<file path="src/hdl/tts_pkg.sv">
// shared types, character codes and helper functions for the template tag scanner
`default_nettype none
package tts_pkg;

    localparam int ResMax   = 4;
    localparam int CountW   = $clog2(ResMax + 1);
    localparam int IdxW     = $clog2(ResMax);

    typedef enum logic [1:0] {
        KIND_BYTE  = 2'd0,
        KIND_OPEN  = 2'd1,
        KIND_CLOSE = 2'd2,
        KIND_END   = 2'd3
    } kind_t;

    typedef enum logic [1:0] {
        MODE_TEXT    = 2'd0,
        MODE_CODE    = 2'd1,
        MODE_COMMENT = 2'd2,
        MODE_SPARE   = 2'd3
    } mode_t;

    // text match progress codes
    localparam logic [2:0] PROG_NONE     = 3'd0;
    localparam logic [2:0] PROG_LT       = 3'd1;
    localparam logic [2:0] PROG_LT_Q     = 3'd2;
    localparam logic [2:0] PROG_LT_BANG  = 3'd3;
    localparam logic [2:0] PROG_LT_BANG_DASH = 3'd4;

    localparam logic [2:0] SEC_TEXT = 3'd0;

    localparam logic [7:0] CH_LT    = 8'h3c;
    localparam logic [7:0] CH_Q     = 8'h3f;
    localparam logic [7:0] CH_BANG  = 8'h21;
    localparam logic [7:0] CH_DASH  = 8'h2d;
    localparam logic [7:0] CH_GT    = 8'h3e;
    localparam logic [7:0] CH_H     = 8'h68;
    localparam logic [7:0] CH_T     = 8'h74;
    localparam logic [7:0] CH_M     = 8'h6d;
    localparam logic [7:0] CH_I     = 8'h69;
    localparam logic [7:0] CH_R     = 8'h72;
    localparam logic [7:0] CH_EQ    = 8'h3d;
    localparam logic [7:0] CH_C     = 8'h63;

    typedef struct packed {
        mode_t      mode;
        logic [2:0] prog;
        logic [2:0] sect;
    } scan_state_t;

    typedef struct packed {
        kind_t      kind;
        logic [7:0] data;
        logic [2:0] sect;
    } result_t;

    typedef result_t [ResMax-1:0] result_vec_t;

    function automatic logic [2:0] opener_kind(input logic [7:0] b);
        logic [2:0] k;
        case (b)
            CH_H:    k = 3'd1;
            CH_T:    k = 3'd2;
            CH_M:    k = 3'd3;
            CH_I:    k = 3'd4;
            CH_R:    k = 3'd5;
            CH_EQ:   k = 3'd6;
            CH_C:    k = 3'd7;
            default: k = 3'd0;
        endcase
        return k;
    endfunction

    function automatic logic [1:0] held_count(input logic [2:0] p);
        logic [1:0] c;
        case (p)
            PROG_LT:           c = 2'd1;
            PROG_LT_Q:         c = 2'd2;
            PROG_LT_BANG:      c = 2'd2;
            PROG_LT_BANG_DASH: c = 2'd3;
            default:           c = 2'd0;
        endcase
        return c;
    endfunction

    function automatic logic [7:0] held_byte(input logic [2:0] p, input logic [1:0] i);
        logic [7:0] c;
        case (i)
            2'd0:    c = CH_LT;
            2'd1:    c = (p == PROG_LT_Q) ? CH_Q : CH_BANG;
            default: c = CH_DASH;
        endcase
        return c;
    endfunction

endpackage
`default_nettype wire

</file>
<file path="src/hdl/tts_step.sv">
// next-state and result list for one scanned byte or end marker
`default_nettype none
module tts_step
    import tts_pkg::*;
(
    input  wire scan_state_t cur,
    input  wire logic [7:0]  in_byte,
    input  wire logic        end_of_input,
    output scan_state_t      nxt,
    output result_vec_t      res,
    output logic [CountW-1:0] res_count
);

    logic [CountW-1:0] n;
    logic [1:0]        hc;
    logic [2:0]        ok;
    logic              text_hold;

    always_comb
    begin
        nxt       = cur;
        res       = '0;
        n         = '0;
        hc        = held_count(cur.prog);
        ok        = opener_kind(in_byte);
        text_hold = 1'b0;

        if (end_of_input)
        begin
            if (cur.mode == MODE_CODE)
            begin
                if (cur.prog != PROG_NONE)
                begin
                    res[0] = '{kind: KIND_BYTE, data: CH_Q, sect: cur.sect};
                    n = CountW'(1);
                end
                res[n[IdxW-1:0]] = '{kind: KIND_CLOSE, data: 8'd0, sect: cur.sect};
                n = n + CountW'(1);
            end
            else if (cur.mode != MODE_COMMENT)
            begin
                for (int i = 0; i < 3; i++)
                begin
                    if (i < int'(hc))
                        res[i] = '{kind: KIND_BYTE, data: held_byte(cur.prog, 2'(i)),
                                   sect: SEC_TEXT};
                end
                n = CountW'(hc);
            end
            res[n[IdxW-1:0]] = '{kind: KIND_END, data: 8'd0, sect: SEC_TEXT};
            n = n + CountW'(1);
            nxt = '{mode: MODE_TEXT, prog: PROG_NONE, sect: SEC_TEXT};
        end
        else if (cur.mode == MODE_CODE)
        begin
            if (cur.prog != PROG_NONE && in_byte == CH_GT)
            begin
                res[0] = '{kind: KIND_CLOSE, data: 8'd0, sect: cur.sect};
                n = CountW'(1);
                nxt = '{mode: MODE_TEXT, prog: PROG_NONE, sect: SEC_TEXT};
            end
            else
            begin
                if (cur.prog != PROG_NONE)
                begin
                    res[0] = '{kind: KIND_BYTE, data: CH_Q, sect: cur.sect};
                    n = CountW'(1);
                end
                if (in_byte == CH_Q)
                    nxt.prog = PROG_LT;
                else
                begin
                    nxt.prog = PROG_NONE;
                    res[n[IdxW-1:0]] = '{kind: KIND_BYTE, data: in_byte, sect: cur.sect};
                    n = n + CountW'(1);
                end
            end
        end
        else if (cur.mode == MODE_COMMENT)
        begin
            if (in_byte == CH_GT && cur.prog >= 3'd2)
                nxt = '{mode: MODE_TEXT, prog: PROG_NONE, sect: cur.sect};
            else if (in_byte == CH_DASH)
                nxt.prog = (cur.prog < 3'd2) ? cur.prog + 3'd1 : 3'd2;
            else
                nxt.prog = PROG_NONE;
        end
        else
        begin
            // plain text, spare mode code behaves the same
            case (cur.prog)
                PROG_LT:
                begin
                    if (in_byte == CH_Q)
                    begin
                        nxt.prog = PROG_LT_Q;
                        text_hold = 1'b1;
                    end
                    else if (in_byte == CH_BANG)
                    begin
                        nxt.prog = PROG_LT_BANG;
                        text_hold = 1'b1;
                    end
                end
                PROG_LT_Q:
                begin
                    if (ok != 3'd0)
                    begin
                        nxt = '{mode: MODE_CODE, prog: PROG_NONE, sect: ok};
                        res[0] = '{kind: KIND_OPEN, data: 8'd0, sect: ok};
                        n = CountW'(1);
                        text_hold = 1'b1;
                    end
                end
                PROG_LT_BANG:
                begin
                    if (in_byte == CH_DASH)
                    begin
                        nxt.prog = PROG_LT_BANG_DASH;
                        text_hold = 1'b1;
                    end
                end
                PROG_LT_BANG_DASH:
                begin
                    if (in_byte == CH_DASH)
                    begin
                        nxt.mode = MODE_COMMENT;
                        nxt.prog = PROG_NONE;
                        text_hold = 1'b1;
                    end
                end
                default:
                begin
                end
            endcase

            if (!text_hold)
            begin
                // failed match: flush held bytes, then rescan this byte from idle
                for (int i = 0; i < 3; i++)
                begin
                    if (i < int'(hc))
                        res[i] = '{kind: KIND_BYTE, data: held_byte(cur.prog, 2'(i)),
                                   sect: SEC_TEXT};
                end
                n = CountW'(hc);
                if (in_byte == CH_LT)
                    nxt.prog = PROG_LT;
                else
                begin
                    nxt.prog = PROG_NONE;
                    res[n[IdxW-1:0]] = '{kind: KIND_BYTE, data: in_byte, sect: SEC_TEXT};
                    n = n + CountW'(1);
                end
            end
        end

        res_count = n;
    end

endmodule
`default_nettype wire

</file>
<file path="src/hdl/template_tag_scanner_top.sv">
// template tag scanner top level: scan state, result buffer and handshakes
//
// usage
//   input channel: in_byte / end_of_input with in_valid / in_ready. one
//   transaction is one template byte, or the end marker that flushes any
//   held bytes, closes an open section and reports end of stream.
//   output channel: kind / out_byte / section / last_of_run with out_valid /
//   out_ready. each input transaction yields zero to four output
//   transactions; last_of_run marks the final one of the group.
// buffering and throughput
//   results are registered and appear in the cycle after the input is taken.
//   the result buffer holds the group of one input and drains one result per
//   cycle while out_ready is high, and an input giving none leaves the input
//   side free in the next cycle. a new input is taken in the same cycle the
//   last buffered result leaves, so a plain byte stream runs at one byte per
//   cycle while out_ready is high.
// reset and stall
//   reset empties the buffer and returns the scanner to plain text with
//   nothing held. while out_ready is low the buffered result holds steady
//   and in_ready stays low until the final buffered result leaves.
`default_nettype none
module template_tag_scanner_top
    import tts_pkg::*;
(
    input  wire logic       clk,
    input  wire logic       rst_n,
    input  wire logic       in_valid,
    output logic            in_ready,
    input  wire logic [7:0] in_byte,
    input  wire logic       end_of_input,
    output logic            out_valid,
    input  wire logic       out_ready,
    output logic [1:0]      kind,
    output logic [7:0]      out_byte,
    output logic [2:0]      section,
    output logic            last_of_run
);

    scan_state_t       state_reg;
    scan_state_t       state_next;
    result_vec_t       buf_reg;
    result_vec_t       step_res;
    logic [CountW-1:0] step_count;
    logic [CountW-1:0] cnt_reg;
    logic [IdxW-1:0]   rd_reg;
    logic              is_last;
    logic              in_fire;
    logic              out_fire;
    result_t           head;

    tts_step u_step (
        .cur          (state_reg),
        .in_byte      (in_byte),
        .end_of_input (end_of_input),
        .nxt          (state_next),
        .res          (step_res),
        .res_count    (step_count)
    );

    assign head        = buf_reg[rd_reg];
    assign out_valid   = (cnt_reg != '0);
    assign is_last     = ({1'b0, rd_reg} == cnt_reg - CountW'(1));
    assign in_ready    = (cnt_reg == '0) || (is_last && out_ready);
    assign in_fire     = in_valid && in_ready;
    assign out_fire    = out_valid && out_ready;
    assign kind        = head.kind;
    assign out_byte    = head.data;
    assign section     = head.sect;
    assign last_of_run = is_last;

    always_ff @(posedge clk or negedge rst_n)
    begin
        if (!rst_n)
        begin
            state_reg <= '{mode: MODE_TEXT, prog: PROG_NONE, sect: SEC_TEXT};
            cnt_reg   <= '0;
            rd_reg    <= '0;
        end
        else if (in_fire)
        begin
            state_reg <= state_next;
            cnt_reg   <= step_count;
            rd_reg    <= '0;
        end
        else if (out_fire)
        begin
            if (is_last)
                cnt_reg <= '0;
            else
                rd_reg <= rd_reg + IdxW'(1);
        end
    end

    // result payload, no reset needed
    always_ff @(posedge clk)
    begin
        if (in_fire)
            buf_reg <= step_res;
    end

endmodule
`default_nettype wire
</file>
<file path="config.mk">
export PLATFORM = sky130hd
export DESIGN_NAME = template_tag_scanner_top
export DESIGN_NICKNAME = d
export VERILOG_FILES = /design/src/hdl/tts_pkg.sv /design/src/hdl/tts_step.sv /design/src/hdl/template_tag_scanner_top.sv
export SDC_FILE = /design/constraint.sdc
export NUM_CORES = 1
export LEC_CHECK = 0
export ABC_AREA = 1
export ABC_CLOCK_PERIOD_IN_PS = 6590
export BUFFER_PORTS_ARGS = -buffer_cell sky130_fd_sc_hd__buf_4
export CAP_MARGIN = 20
export CORE_MARGIN = 2
export CORE_UTILIZATION = 50
export DETAILED_ROUTE_END_ITERATION = 10
export PLACE_DENSITY_LB_ADDON = 0.25
export SLEW_MARGIN = 30
export SYNTH_ARGS = -nofsm -noshare
export SYNTH_HDL_FRONTEND = slang
export SYNTH_SLANG_ARGS = --single-unit
</file>
<file path="constraint.sdc">
create_clock -name clk -period 6.59 [get_ports clk]
set_input_delay 1.318 -clock clk [delete_from_list [all_inputs] [get_ports clk]]
set_output_delay 1.318 -clock clk [all_outputs]
set_load 0.02 [all_outputs]
</file>
-- Yosys cells after proc, flatten, opt, wreduce, memory -nomap -nowiden
Cells that the tools add are included.
- word-level logic and storage cells: 204
- output and inout bits: 16
- input port bits: 13
- register bits: 65
- add/sub/neg operators: 7
- equal/unequal tests: 31
- bitwise logic cells: 3
- reduce and logical (&&, ||, !) cells: 26
- order comparisons: 14
- mux-type cells: 106
- operator list (kind ; number):
    13-bit two-way mux ; 27
    52-bit two-way mux ; 6
    52-bit bitwise mux ; 3
    39-bit two-way mux ; 4
    13-bit demux with 2-bit select ; 4
    3-bit two-way mux ; 28
    8-bit by 6-bit equality test with 1-bit output (second input constant) ; 6
    8-bit by 7-bit equality test with 1-bit output (second input constant) ; 6
    44-bit bitwise AND ; 1
    44-bit NOT ; 1
    8-bit two-way mux ; 4
    9-bit two-way mux ; 3
    13-bit binary-select mux with 2-bit select ; 1
    3-bit one-hot mux with 7 select lines ; 1
    2-bit by 3-bit < comparator with 1-bit output (second input constant) ; 5
    3-bit nonzero test ; 5
    3-bit by 1-bit adder with 3-bit output (second input constant) ; 4
    12-bit two-way mux ; 1
    2-bit two-way mux ; 6
    6-bit by 3-bit != test with 1-bit output (second input constant) ; 2
    3-bit one-hot mux with 4 select lines ; 1
    6-bit AND reduction ; 2
    1-bit two-way mux ; 11
    11-bit two-way mux ; 1
    37 further kinds ; 54

-- Depth between registers and ports, before layout
- depth in word-level cells: 18
- depth in mapped cells: 15
- gate-level depth less buffers: 15

-- By module
From an unflattened synthesis, not the netlist that was laid out.
- cells, all modules: 608
- area, all modules: 4722.0 um^2
- modules (own cells, without submodules) (module ; area an instance (um^2) ; times used ; cells each ; sequential area each (um^2)):
    template_tag_scanner_top ; 2655.0 ; 1 ; 213 ; 1886.8
    tts_step ; 2067.0 ; 1 ; 395 ; 0.0

-- Least setup slack after synthesis
No wires, ideal clock.
- kind: input -> register
- start: input port out_ready
- end: register state_reg[5] (netlist name)
- library setup time: 0.065 ns
- path slack: 3.245 ns
- stages: 8
- data required time: 6.525 ns
- path buffers: 0
- data arrival time: 3.280 ns
- path through: nor2_1 nor2_1 nand2_1 inv_1 nand2_2 nor2_2 nand2_1 nand2_1
- cells in the longest elaborated chain, start to end: 4
- ends and longest elaborated chain (item ; RTL line ; RTL):
    start, declared ; template_tag_scanner_top.sv:32 ; input wire logic out_ready,
    1-bit logical AND ; template_tag_scanner_top.sv:63 ; assign in_ready = (cnt_reg == '0) || (is_last && out_ready);
    1-bit logical OR ; template_tag_scanner_top.sv:63 ;
    net in_ready ; template_tag_scanner_top.sv:28 ; output logic in_ready,
    1-bit logical AND ; template_tag_scanner_top.sv:64 ; assign in_fire = in_valid && in_ready;
    net in_fire ; template_tag_scanner_top.sv:47 ; logic in_fire;
    6-bit AND reduction (no source line) ; n/a ;
    end signal, assigned ; template_tag_scanner_top.sv:75 ; state_reg <= '{mode: MODE_TEXT, prog: PROG_NONE, sect: SEC_TEXT};
    end signal, assigned ; template_tag_scanner_top.sv:81 ; state_reg <= state_next;
    end, declared ; template_tag_scanner_top.sv:39 ; scan_state_t state_reg;
The timed path passes the listed nets, and every way through them passes these cells.
A chain may end at the register's enable or synchronous reset.

-- Worst setup path after layout
- start: register rd_reg[0]
- end: output port kind[1]
- cells in the longest elaborated chain, start to end: 2
- ends and longest elaborated chain (item ; RTL line ; RTL):
    start, declared ; template_tag_scanner_top.sv:45 ; logic [IdxW-1:0] rd_reg;
    start signal, assigned ; template_tag_scanner_top.sv:90 ; rd_reg <= rd_reg + IdxW'(1);
    13-bit binary-select mux with 2-bit select ; template_tag_scanner_top.sv:60 ; assign head = buf_reg[rd_reg];
    13-bit two-way mux (not written as such) ; template_tag_scanner_top.sv:60 ;
    end, declared ; template_tag_scanner_top.sv:33 ; output logic [1:0] kind,
Every way passes these cells. The select of a mux whose other input is x is not followed.

==> impl_metrics.yaml <==
cts:
  cts_root_buf: "clkbuf_8"
  clkLatencyLatePin_ns: 0.34
  cts_tree: "built"
  numCtsBuffers: 9
  ctsHoldBuffers: 0
  cts-resized-gates: 0
  clockBufferDepth: 2
  cts_setup_buffers: 0
  htreeDepth: 3
  clk_pin_slew_ns: 0.07
  cts.sinks: 57
power_and_ir_drop:
  vdd_drop_max_mv: 0.153
  combinationalPowerShare: 0.468
  power_density_nw_per_um2: 397
  switchingPower_w: 0.000742
  p_seq_frac: 0.333
  p_clk_frac: 0.199
  p_int_w: 0.00101
  leakage_nw: 2.00
  p_sw_frac: 0.423
final_layout:
  area_growth_pct: 12.5
  largest_reg_flops: 44
  num-fill-cells: 737
  fin_nets: 568
  n_antenna_cell: 0
  fin_util: 0.577
  final_layout_size_suffix_gt1_frac: 0.174
  fin_cells: 643
place:
  pre_cts_slack_ns: 3.13
  dpl.hpwl_um: 7300
  routabilityCongestion: 0.966
  placedCellCount: 627
  port_buffers: 28
critical_path:
  arrival_ns: 2.43
  ff2ff_setup_slack_ns: 3.75
  required_ns: 5.27
  start_kind: "flip-flop"
  cp-endpoint: "kind[1]"
  crit_type: "flip-flop to output port"
  cp_max_fo: 25
  timing.rr.end: "buf_reg[16]$_DFFE_PP_"
  crit_start: "rd_reg[0]$_DFFE_PN0P_"
  r2r_cells: 12
  cp-end-kind: "output port"
  regToRegStartpoint: "state_reg[3]$_DFFE_PN0P_"
synthesis:
  synth_cell_types: 38
  synthAdderAreaFrac: 0.0606
  syn-num-nets: 542
  synth_top_area_share: 0.337
  synth-edff-count: 44
  synth_simple_gate_area_share: 0.289
  ys_ff_latch: 57
  synth_top_family_by_area: "simple AND/OR/NAND/NOR gates"
  synthTopCellsByArea: "edfxtp_1 34%, nand2_1 9.7%, nor2_1 8.7%"
  synth.avg_cell_area_sq_um: 7.70
  synthXorXnorAreaFrac: 0.00669
  netlist_area_sq_um: 3930
  yosys_warnings: 0
  yosysSeqAreaShare: 0.420
  synth_flop_cell: "edfxtp_1"
  syn_inst: 510
  yosys.area.top_type: "edfxtp_1"
  synth.area.mux_share: 0
  synth_compound_area_frac: 0.150
  async_reset_ff_frac: 0.228
global_routing:
  grt.overflow.total: 0
  grt_use_total: 0.246
  antenna_found_initial: 0
  grt_pass1_wl_um: 16400
  grt_max_degree: 47
  grt_pass1_vias: 3347
routing:
  avgViaCountPerCell: 5.45
  drc: 0
  ant_nets: 0
  drtIter0Drc: 275
  firstDrtPassIters: 5
  wl_per_cell_um: 15.2
  finalWirelength_um: 9800
  vias: 3505
sta:
  clock_skew_ns: 0.0139
  period_share: 0.569
  setup_viol: 0
  final.setup.tns_ns: 0
  layout_setup_ws_ns: 2.84
  worst_pin_slew_ns: 0.791
  slew_headroom: 0.473
  drv_slew: 0
  final_hold_viol_count: 0
  rsz0062_at_grt: "no"
  fmax_mhz: 267
  period_minus_slack_ns: 3.75
floorplan:
  fp.dieArea_sq_um: 8570
  dieWidth_um: 92.6
  core_area_sq_um: 7650
  pin_count: 29
  rows: 32
  die_h_um: 92.6
  initial_core_util: 0.513
worst_hold_path:
  hold-path-cell-count: 2
  hold_class: "flip-flop to flip-flop"
flow_run:
  drv_cap: 0
outcome:
  status: "finished, final reports clean"
-- cells by family (layout without fill, tap and decap cells) --
group	after synthesis	after routing
xor gates and xnor gates	3	3
AOI/OAI and AO/OA	104	104
and+or+nand+nor	254	254
adders and majority gates	19	19
buffers and inverters	73	104
DFF	57	57
-- cells in the final DEF, fill, tap and decap left out, types with 13 or more instances in the layout --
cell type	Yosys	final
o21ai_1	15	15
ha_1	19	19
inv_1	46	46
edfxtp_1	44	44
dfrtp_1	13	13
nor2_1	91	91
buf_4	1	29
o21ai_0	41	41
nand2_1	101	101
nand2_2	15	15
nand3_1	20	20
a21oi_1	20	20
-- worst min-delay path by stage --
stage                             start                       end  slack [ns]
2_1_floorplan    cnt_reg[1]$_DFFE_PN0P_    cnt_reg[1]$_DFFE_PN0P_        0.45
3_3_place_gp     cnt_reg[1]$_DFFE_PN0P_    cnt_reg[1]$_DFFE_PN0P_        0.47
3_5_place_dp     cnt_reg[1]$_DFFE_PN0P_    cnt_reg[1]$_DFFE_PN0P_        0.47
4_1_cts        state_reg[2]$_DFFE_PN0P_  state_reg[2]$_DFFE_PN0P_        0.49
5_1_grt        state_reg[2]$_DFFE_PN0P_  state_reg[2]$_DFFE_PN0P_        0.52
6_report         cnt_reg[1]$_DFFE_PN0P_    cnt_reg[1]$_DFFE_PN0P_        0.49
-- synthesized netlist by cell type, types with 2 or more instances --
library cell  instances
o31ai_1              10
clkbuf_1              7
inv_1                46
buf_1                 3
o22ai_1              10
o31ai_2               2
nor2_4                3
nor2_2                7
buf_2                 2
nand2_1             101
inv_2                12
xor2_1                2
nand4_1               5
nand3_1              20
nor2_1               91
nand2_4               2
nor3_2                6
edfxtp_1             44
a21oi_1              20
ha_1                 19
o21ai_1              15
dfrtp_1              13
nand2_2              15
o21ai_0              41
-- cell type report --
type	count	area, sq um	area share
clock buffer	10	128	0.0289
sequential	57	1650	0.373
clock inverter	6	82.6	0.0187
timing repair buffer	29	218	0.0493
multi-input combinational	380	1990	0.451
tap	102	128	0.0289
inverter	59	223	0.0505
-- critical path, cell delays in order, from the launching register on --
cell	delay, ns
dfrtp_1	0.86
inv_1	0.57
o21ai_0	0.36
o31ai_1	0.12
buf_4	0.18
-- stage by stage --
step | area (sq um) | power (W) | hold WS [ns]
5_1_grt | 4410 | 0.00188 | 0.522
2_1_floorplan | 3930 | 0.00114 | 0.449
4_1_cts | 4410 | 0.00175 | 0.494
3_5_place_dp | 4200 | 0.00140 | 0.474
6_report | 4410 | 0.00175 | 0.492
3_3_place_gp | 4200 | 0.00138 | 0.468
-- power by group through the flow --
stage / clock network, W / registers [W] / logic [W]
4_1_cts: 0.000353 / 0.000584 / 0.000816
3_5_place_dp: 0 / 0.000590 / 0.000811
2_1_floorplan: 0 / 0.000552 / 0.000591
6_report: 0.000349 / 0.000584 / 0.000819
5_1_grt: 0.000368 / 0.000597 / 0.000915
3_3_place_gp: 0 / 0.000587 / 0.000794
-- metal layers --
metal,track usage,wire length (um)
met5,0,0
met4,0.103,225
met3,0.0480,570
met2,0.370,4440
met1,0.347,4560
(Power assumes the default switching activity.)
